`config.mk`:
```
export PLATFORM = sky130hd
export DESIGN_NAME = pfed_ram
export DESIGN_NICKNAME = d
export VERILOG_FILES = /design/src/rtl/pfed_ram.sv
export SDC_FILE = /design/constraint.sdc
export NUM_CORES = 1
export LEC_CHECK = 0
export ABC_AREA = 1
export BUFFER_PORTS_ARGS = -buffer_cell sky130_fd_sc_hd__buf_2
export CORE_MARGIN = 2
export CORE_UTILIZATION = 25
export CTS_BUF_LIST = sky130_fd_sc_hd__clkbuf_4 sky130_fd_sc_hd__clkbuf_8 sky130_fd_sc_hd__clkbuf_16
export DETAILED_ROUTE_END_ITERATION = 8
export PLACE_DENSITY_LB_ADDON = 0.08
export REMOVE_ABC_BUFFERS = 1
export SLEW_MARGIN = 20
export SYNTH_ARGS = -nofsm -noshare
export SYNTH_HDL_FRONTEND = slang
export SYNTH_SLANG_ARGS = --single-unit
```
`constraint.sdc`:
```
create_clock -name clock -period 3.2 [get_ports clock]
set_input_delay 0.32 -clock clock [delete_from_list [all_inputs] [get_ports clock]]
set_output_delay 0.32 -clock clock [all_outputs]
set_load 0.01 [all_outputs]
```
`src/rtl/pfed_ram.sv`:
```
module pfed_ram #(
   parameter int WIDTH = 8,
   parameter int DEPTH = 16,
   localparam int AddrW = (DEPTH > 1) ? $clog2(DEPTH) : 1
) (
   input  logic             clock,
   input  logic             wr_en,
   input  logic [AddrW-1:0] wr_addr,
   input  logic [WIDTH-1:0] wr_data,
   input  logic             rd_en,
   input  logic [AddrW-1:0] rd_addr,
   output logic [WIDTH-1:0] rd_data
);

   logic [WIDTH-1:0] mem_ff [DEPTH];
   logic [WIDTH-1:0] rd_data_ff;

   always_ff @(posedge clock) begin
      if (wr_en) begin
         mem_ff[wr_addr] <= wr_data;
      end
      // hold read data until the next read
      if (rd_en) begin
         rd_data_ff <= mem_ff[rd_addr];
      end
   end

   assign rd_data = rd_data_ff;

endmodule

```
# Word-level counts from Yosys, hierarchy flattened
# Memories as Yosys holds them, arrays and structs flattened. A register that Yosys moved wholly into a read port is not among the register bits.
# Cells that the tools add are included.
[word_totals]
ff_bits = 0
ram_bits = 128
in_bits = 19
output_inout_bits = 8
elab_cells = 3
n_memories = 1
[op_classes]
muxes = 2
[mem_list]
columns = ["name", "words", "word_bits", "read_ports", "rd_clocked_by_memory_dff", "write_ports", "line", "text"]
rows = [
  ["mem_ff", 16, 8, 1, 1, 1, "15", "logic [WIDTH-1:0] mem_ff [DEPTH];"],
]
[op_table]
columns = ["operator", "count"]
rows = [
  ["two-way mux 1 bit", 2],
]

# Logic depth before layout (Yosys ltp)
# Gate-level depths: netlist of the first run.
[logic_depth]
ltp_word = 2
mapped_depth = 8
mapped_depth_nobuf = 7

# Worst setup path before layout of the first run
# OpenSTA, ideal clock, no wires.
[synth_path]
path_type = "input -> register"
from = "input port wr_addr[2]"
to = "memory mem_ff[10][0] (enable)"
setup_ns = 0.370
arrival_time_ns = 0.901
t_required_ns = 2.830
path_slack_ns = 1.929
cell_stages = 2
path_buffers = 0
cell_sequence = "nand3b_1 -> nor2_1"
[synth_lines]
columns = ["item", "line", "text"]
rows = [
  ["start, declared", "8", "input logic [AddrW-1:0] wr_addr,"],
  ["end, declared", "15", ""],
]
# No word-level cell before the write port.

==> flow_summary.toml, run 1 <==
[run_status]
status = "complete, no violations"

[placement]
hpwl_um = 10200
port_buffers = 26
gp_congestion = 0.719

[timing]
setup_viol = 0
tightest_slew_ps = 1010
finClkSkew_ps = 8.43
rsz0062_at_grt = "no"
hold_viol = 0
drv_slew = 0
fin_crit_sh = 0.574
fmax_ghz = 0.545
fin_crit_ps = 1840
setup_tns_ps = 0
timing.slew.headroom = 0.325

[cts]
htreeDepth = 4
holdBufCountCts = 0
post_cts_buffers = 0
cts_tree = "built"
cts-root-buf = "clkbuf_16"
clock_latency_ps = 420
cts_buffer_depth = 2
clock-sinks = 136
numCtsBuffers = 17
cts_resized = 0
clkTransAtPathRegs_ps = 60

[power]
ir_drop_v = 0.000304
power_leakage_nw = 2.83
powerDensity_nw_per_um2 = 609

[logic_synthesis]
avgSynthCellArea_um2 = 10.6
syn_area_um2 = 5850
synth_seq_cells = 136
synth_top_area_share = 0.698
synth_warnings = 0
yosysTopAreaCell = "edfxtp_1"
seq_area_frac_synth = 0.698
synth.area.top_cells = "edfxtp_1 (70%), nand2_1 (11%), nand3_1 (8.3%)"
synth_cell_types = 11
syn_inst = 551

[die]
num_rows = 55
io_pins = 27
initial_utilization = 0.257
die_area_um2 = 24600
coreArea_um2 = 22800
die_w_um = 157
die_y_um = 157

[min_path]
hold_path_class = "primary input to flop"
hold_start = "rd_en"

[critical_path]
required_ps = 3370
crit_path_cell_trace = "buf_2, inv_2, nand3_1, nand3_1, nand3_1, nand2_1"
critPathMaxStageDelay_ps = 560
cp_common_cell = "nand3_1"
critPathSlowestCell = "buf_2"
crit_path_end_kind = "flop"
crit_type = "primary input to flop"
cp_max_fo = 33
cp.arrival_ps = 2000
startpoint_type = "primary input"
r2r-start = "mem_ff[3][6]"
critPathLaunch = "rd_addr[1]"

[drt]
vias_per_cell = 4.16
drc = 0
wl_met1_um = 7950
wl_per_cell_um = 17.8
top_layer = "met4"
vias = 3760
drt-initial-drc-count = 287
dr.pass1.iters = 6
met2_length_um = 7040
met3WireLength_um = 934
routed_wl_um = 16100
ant_nets = 0

[layout]
fin_util = 0.298
n_antenna_cell = 0
drive_above_1_share = 0.102
syn_to_final_growth_pct = 16.2
final_nets = 596

[global_routing]
grt_pass1_vias = 3906
grt_usage = 0.140
overflow = 0
grt_max_degree = 65
antenna_found_initial = 2
grt_pass1_wl_um = 24500

[job]
maxCapViolCount = 0
-- per-stage QoR --
stage | instance area, um2 | hold WS (ps) | worst slack (ps) | power [mW] | instances
final | 6800 | 265 | 1360 | 4.14 | 903
after global routing | 6800 | 253 | 1190 | 4.30 | 903
after CTS | 6800 | 247 | 1340 | 4.20 | 903
after detailed placement | 6240 | 689 | 922 | 2.31 | 871
after global placement | 6240 | 696 | 963 | 2.31 | 871
after floorplan | 5680 | 419 | 1760 | 2.17 | 527
-- kinds of logic after synthesis --
group / after synthesis / synth area share
buffers and inverters: 126 / 0.0939
DFF: 136 / 0.698
and+or+nand+nor: 289 / 0.208
-- registers in the layout (all words and copies together) (netlist names) --
name / count
rd_data: 8
mem_ff: 128
-- synthesized netlist by cell type (all sizes together) --
cell type,number
nor2,17
nand3b,2
edfxtp,136
nand3,97
buf,24
nand2,173
inv,102
-- final timing paths --
kind                     end  slack [ps]  depth (start not counted)
setup / recovery  rd_data[6]        1360                          6
hold / removal    rd_data[3]         260                          1
setup reg to reg  rd_data[6]        1950                          6
hold reg to reg   rd_data[0]         770                          6
-- worst max-delay path: cells and delay by family --
family | cells | cell delay, ps
buffers and inverters | 2 | 1030
AND/OR/NAND/NOR | 4 | 630
-- layout by cell type (no fill, tap or decap), drive strengths merged --
cell type	synthesis	routed
nand3b	2	2
clkbuf	0	20
inv	102	102
edfxtp	136	136
nor2	17	17
clkinvlp	0	2
buf	24	31
nand2	173	173
nand3	97	97
bufinv	0	2
clkinv	0	8
-- final cells by class --
cell class | count | area (um2)
well taps | 313 | 392
clock buffers | 20 | 448
fillers | 2389 | 16000
inverters | 102 | 383
repair buffers | 31 | 168
clock inverters | 12 | 109
multi-input cells | 289 | 1210
flip-flops and latches | 136 | 4080
-- power by group --
part | internal, mW | switching, mW
Combinational | 0.0629 | 0.185
Sequential | 2.01 | 0.0114
Clock | 1.15 | 0.722
Total | 3.22 | 0.919
-- metal layers --
metal / vias to the layer above / track usage
li1: 1831 / -
met2: 81 / 0.206
met5: - / 0
met3: 12 / 0.0341
met1: 1836 / 0.204
met4: 0 / 0.0406
Power figures use the tool's default switching activity.
==> run 2: changes to the inputs <==
==> constraint.sdc (replaced) <==
create_clock -name clock -period 1.6 [get_ports clock]
set_input_delay 0.16 -clock clock [delete_from_list [all_inputs] [get_ports clock]]
set_output_delay 0.16 -clock clock [all_outputs]
set_load 0.01 [all_outputs]
==> run 2 against run 1 <==
  * Final cell count grew 2.3%
  * Clock power increased by 90%
  * Count of clock-buffer cells in the layout stayed put
  * Core utilization increased by 0.78 points
  * Combinational power up 100%
  * Die area is the same
  * Hold slack worse by 140 ps
  * Critical path type is now flop to output pin
  * Setup slack got worse by 940 ps
  * Critical path depth fell by 5
  * Register-to-register slack worse by 1400 ps
==> flow_summary.toml, run 2 (synthesis gave the netlist of run 1 again) <==
[critical_path]
startpoint_type = "flop"
crit_path_end_kind = "output pin"
cp.arrival_ps = 1020
critPathSlowestCell = "edfxtp_1"
critPathTopFamily = "flip-flops"
cp_max_fo = 1
ff2ff_path_depth = 6
critPathMaxStageDelay_ps = 440
regToRegSetupSlack_ps = 520
crit_type = "flop to output pin"
crit_path_cell_trace = "buf_2"
required_ps = 1440
crit_buf_inv = 1
path_depth = 1

[run_status]
status = "complete, no violations"

[timing]
setup_tns_ps = 0
fmax_ghz = 0.849
setup_viol = 0
hold_viol = 0
tightest_slew_ps = 377
finClkSkew_ps = 4.92
timing.slew.headroom = 0.748
rsz0062_at_grt = "no"
fin_crit_sh = 0.736
fin_crit_ps = 1180
drv_slew = 0

[global_routing]
antenna_found_initial = 0
grt_pass1_vias = 4003
grt_max_degree = 47
grt_usage = 0.134
grt_pass1_wl_um = 23900
overflow = 0

[drt]
ant_nets = 0
top_layer = "met4"
wl_per_cell_um = 16.5
met2_length_um = 6900
vias = 3805
drc = 0
routed_wl_um = 15200
met3WireLength_um = 612
dr.pass1.iters = 6
vias_per_cell = 4.12
wl_met1_um = 7470
drt-initial-drc-count = 232

[die]
die_w_um = 157
die_y_um = 157
initial_utilization = 0.257
io_pins = 27
num_rows = 55
die_area_um2 = 24600
coreArea_um2 = 22800

[placement]
placedCellCount = 893
gp_congestion = 0.706
port_buffers = 26
hpwl_um = 9960

[power]
ir_drop_v = 0.000561
comb_power_share = 0.062
intPower_mw = 6.32
seq_power_share = 0.499
p_clk_frac = 0.439
p_total_mw = 8.10
switching_share = 0.220
power_leakage_nw = 2.95
p_switching_mw = 1.78
powerDensity_nw_per_um2 = 1160

[min_path]
hold_path_class = "primary input to flop"
hold_path_depth = 1

[cts]
numCtsBuffers = 17
htreeDepth = 4
post_cts_buffers = 0
clkTransAtPathRegs_ps = 60
cts_buffer_depth = 2
holdBufCountCts = 0
clock-sinks = 136
clock_latency_ps = 410
cts-root-buf = "clkbuf_16"
cts_tree = "built"
cts_resized = 0

[layout]
final_nets = 618
layout_common_cells = "nand2_1 (173), edfxtp_1 (136), inv_1 (100), nand3_1 (97), buf_2 (26)"
regArea_um2 = 4080
final_common_cell = "nand2_1"
top_register = "mem_ff"
fin_cells = 924
n_antenna_cell = 0
nFillCells = 2377
syn_to_final_growth_pct = 19.3
multi_input_area_um2 = 1210
largest_reg_flops = 128
drive_above_1_share = 0.137

[job]
maxCapViolCount = 0
==> run 2: stage by stage <==
stage | cell area, um2 | utilization | hold slack [ps] | setup slack [ps]
2_1_floorplan | 5680 | - | 259 | 319
3_3_place_gp | 6440 | 0.283 | 550 | 260
3_5_place_dp | 6440 | 0.283 | 543 | 245
4_1_cts | 6970 | 0.306 | 110 | 412
5_1_grt | 6970 | 0.306 | 117 | 382
6_report | 6970 | 0.306 | 121 | 422
==> run 2: worst paths after layout <==
| path | start | endpoint |
|---|---|---|
| hold reg to reg | mem_ff[2][6] | rd_data[6] |
| setup reg to reg | mem_ff[13][7] | rd_data[7] |
| setup / recovery | rd_data[2] | rd_data[2] |
| hold / removal | rd_en | rd_data[1] |
==> run 2: cell type report <==
| type | instances | area share |
|---|---|---|
| Clock buffer | 20 | 0.0642 |
| Timing Repair Buffer | 53 | 0.0531 |
| Inverter | 102 | 0.0549 |
| Multi-Input combinational cell | 289 | 0.174 |
| Clock inverter | 11 | 0.0120 |
| Sequential cell | 136 | 0.586 |
| Tap cell | 313 | 0.0562 |
==> run 2: metal layers <==
metal | track usage | vias to the layer above
li1 | - | 1872
met1 | 0.186 | 1845
met2 | 0.208 | 74
met3 | 0.0267 | 14
met4 | 0.0476 | 0
met5 | 0 | -
==> run 2: power by group through the flow <==
| stage | Clock [mW] | Combinational (mW) | Sequential, mW |
|---|---|---|---|
| after floorplan | 0 | 0.215 | 4.11 |
| after global placement | 0 | 0.523 | 4.12 |
| after detailed placement | 0 | 0.522 | 4.12 |
| after CTS | 3.67 | 0.524 | 4.04 |
| after global routing | 3.79 | 0.581 | 4.05 |
| final | 3.56 | 0.503 | 4.04 |
==> run 2: worst register-to-register path: stages (launching register included) <==
cell      delay, ps
edfxtp_1        360
inv_1            70
nand2_1          50
nand3_1         110
nand3_1          90
nand3_1         110
nand2_1          50
==> run 3: changes to the inputs <==
==> constraint.sdc (replaced) <==
create_clock -name clock -period 1.2 [get_ports clock]
set_input_delay 0.12 -clock clock [delete_from_list [all_inputs] [get_ports clock]]
set_output_delay 0.12 -clock clock [all_outputs]
set_load 0.01 [all_outputs]
==> run 3 against run 2 <==
  * Largest cell class unchanged
  * Final area increased by 3.8%
  * Count of clock-buffer cells in the layout decreased by 3
  * Sequential share of layout area decreased by 2.1 points
  * Largest power group is now clock
==> flow_summary.toml, run 3 (synthesis gave the netlist of run 1 again) <==
[cts]
cts_buffer_depth = 2
clkTransAtPathRegs_ps = 60
htreeDepth = 4
post_cts_buffers = 0
clock_latency_ps = 430
cts-root-buf = "clkbuf_16"
numCtsBuffers = 17
cts_tree = "built"
clock-sinks = 136

[critical_path]
crit_buf_inv = 1
r2r-start = "mem_ff[1][6]"
required_ps = 1080
critPathSlowestCell = "edfxtp_1"
crit_type = "flop to output pin"
critPathTopFamily = "flip-flops"
critPathLaunch = "rd_data[7]"
cp.arrival_ps = 1040
startpoint_type = "flop"
critPathMaxStageDelay_ps = 440
crit_path_cell_trace = "buf_2"
crit_path_end_kind = "output pin"
cp_max_fo = 1

[power]
power_leakage_nw = 3.07
powerDensity_nw_per_um2 = 1680
ir_drop_v = 0.000888

[timing]
hold_viol = 0
fin_crit_ps = 1160
setup_viol = 0
timing.slew.headroom = 0.733
setup_tns_ps = 0
fmax_ghz = 0.865
fin_crit_sh = 0.963
rsz0062_at_grt = "no"
finClkSkew_ps = 19.5
drv_slew = 0
tightest_slew_ps = 400

[die]
io_pins = 27
die_area_um2 = 24600
coreArea_um2 = 22800
num_rows = 55
die_w_um = 157
initial_utilization = 0.257
die_y_um = 157

[layout]
top_register = "mem_ff"
stdcell_area_um2 = 7240
final_common_cell = "nand2_1"
fin_cells = 933
syn_to_final_growth_pct = 23.8
layout_common_cells = "nand2_1 (173), edfxtp_1 (136), inv_1 (100), nand3_1 (96), buf_4 (28)"
final_nets = 626
drive_above_1_share = 0.147
largest_reg_flops = 128
nFillCells = 2344
n_antenna_cell = 0

[placement]
hpwl_um = 9770
placedCellCount = 901
port_buffers = 26
place_area_um2 = 6550
gp_congestion = 0.772

[run_status]
status = "complete, no violations"

[drt]
drc = 0
ant_nets = 0
vias_per_cell = 4.09
drt-initial-drc-count = 193
routed_wl_um = 15000
wl_per_cell_um = 16.1
vias = 3814
dr.pass1.iters = 7

[global_routing]
grt_pass1_wl_um = 22800
antenna_found_initial = 0
overflow = 0
grt_usage = 0.130
grt_max_degree = 47
grt_pass1_vias = 3875

[job]
maxCapViolCount = 0

[min_path]
hold_path_class = "primary input to flop"
hold_start = "rd_en"
[run 3: cell count changes in the layout (fill, tap and decap cells not counted), sizes merged]
cell and change:
buf +8, inv +1, bufinv +6, clkbuf -3, clkinv -3
[run 3: final timing paths]
check / end / slack (ps) / cells past startpoint
worst max-delay path: rd_data[7] / 40 / 1
worst min-delay path: rd_data[3] / 70 / 1
worst max register to register: rd_data[6] / 100 / 6
worst min register to register: rd_data[6] / 760 / 6
[run 3: stage by stage]
step	utilization	hold WS [ps]	setup WS (ps)	power, mW
floorplan	-	219	-40.6	5.77
CTS	0.317	60.3	37.7	12.3
detailed placement	0.288	508	-148	6.22
global route	0.318	60.3	0.240	12.6
global placement	0.288	502	-149	6.22
finish	0.318	71.1	44.1	12.1
[run 3: metal layers]
metal	vias to the layer above	wire length, um	global-route usage
li1	1895	-	-
met1	1846	7650	0.178
met2	60	6790	0.199
met3	13	447	0.0347
met4	0	135	0.0446
met5	-	0	0
[run 3: power by group]
part | total, mW | switching, mW | leakage [nW] | internal [mW]
Sequential | 5.39 | 0.0319 | 1.24 | 5.35
Clock | 6.02 | 1.94 | 0.325 | 4.08
Combinational | 0.721 | 0.479 | 1.51 | 0.242
[run 3: what timing repair did]
item                                    in CTS  in global routing
hold buffers                                 0                  0
endpoints found under the setup margin       0                  1
resized for setup                            0                  1
[run 3: layout make-up]
cell class                      count  area (um2)  share of cell area
Sequential cell                   136        4080               0.564
Multi-Input combinational cell    289        1220               0.168
Timing Repair Buffer               61         480              0.0664
Clock buffer                       17         425              0.0588
Tap cell                          313         392              0.0541
Inverter                          102         383              0.0529
Clock inverter                     15         254              0.0351
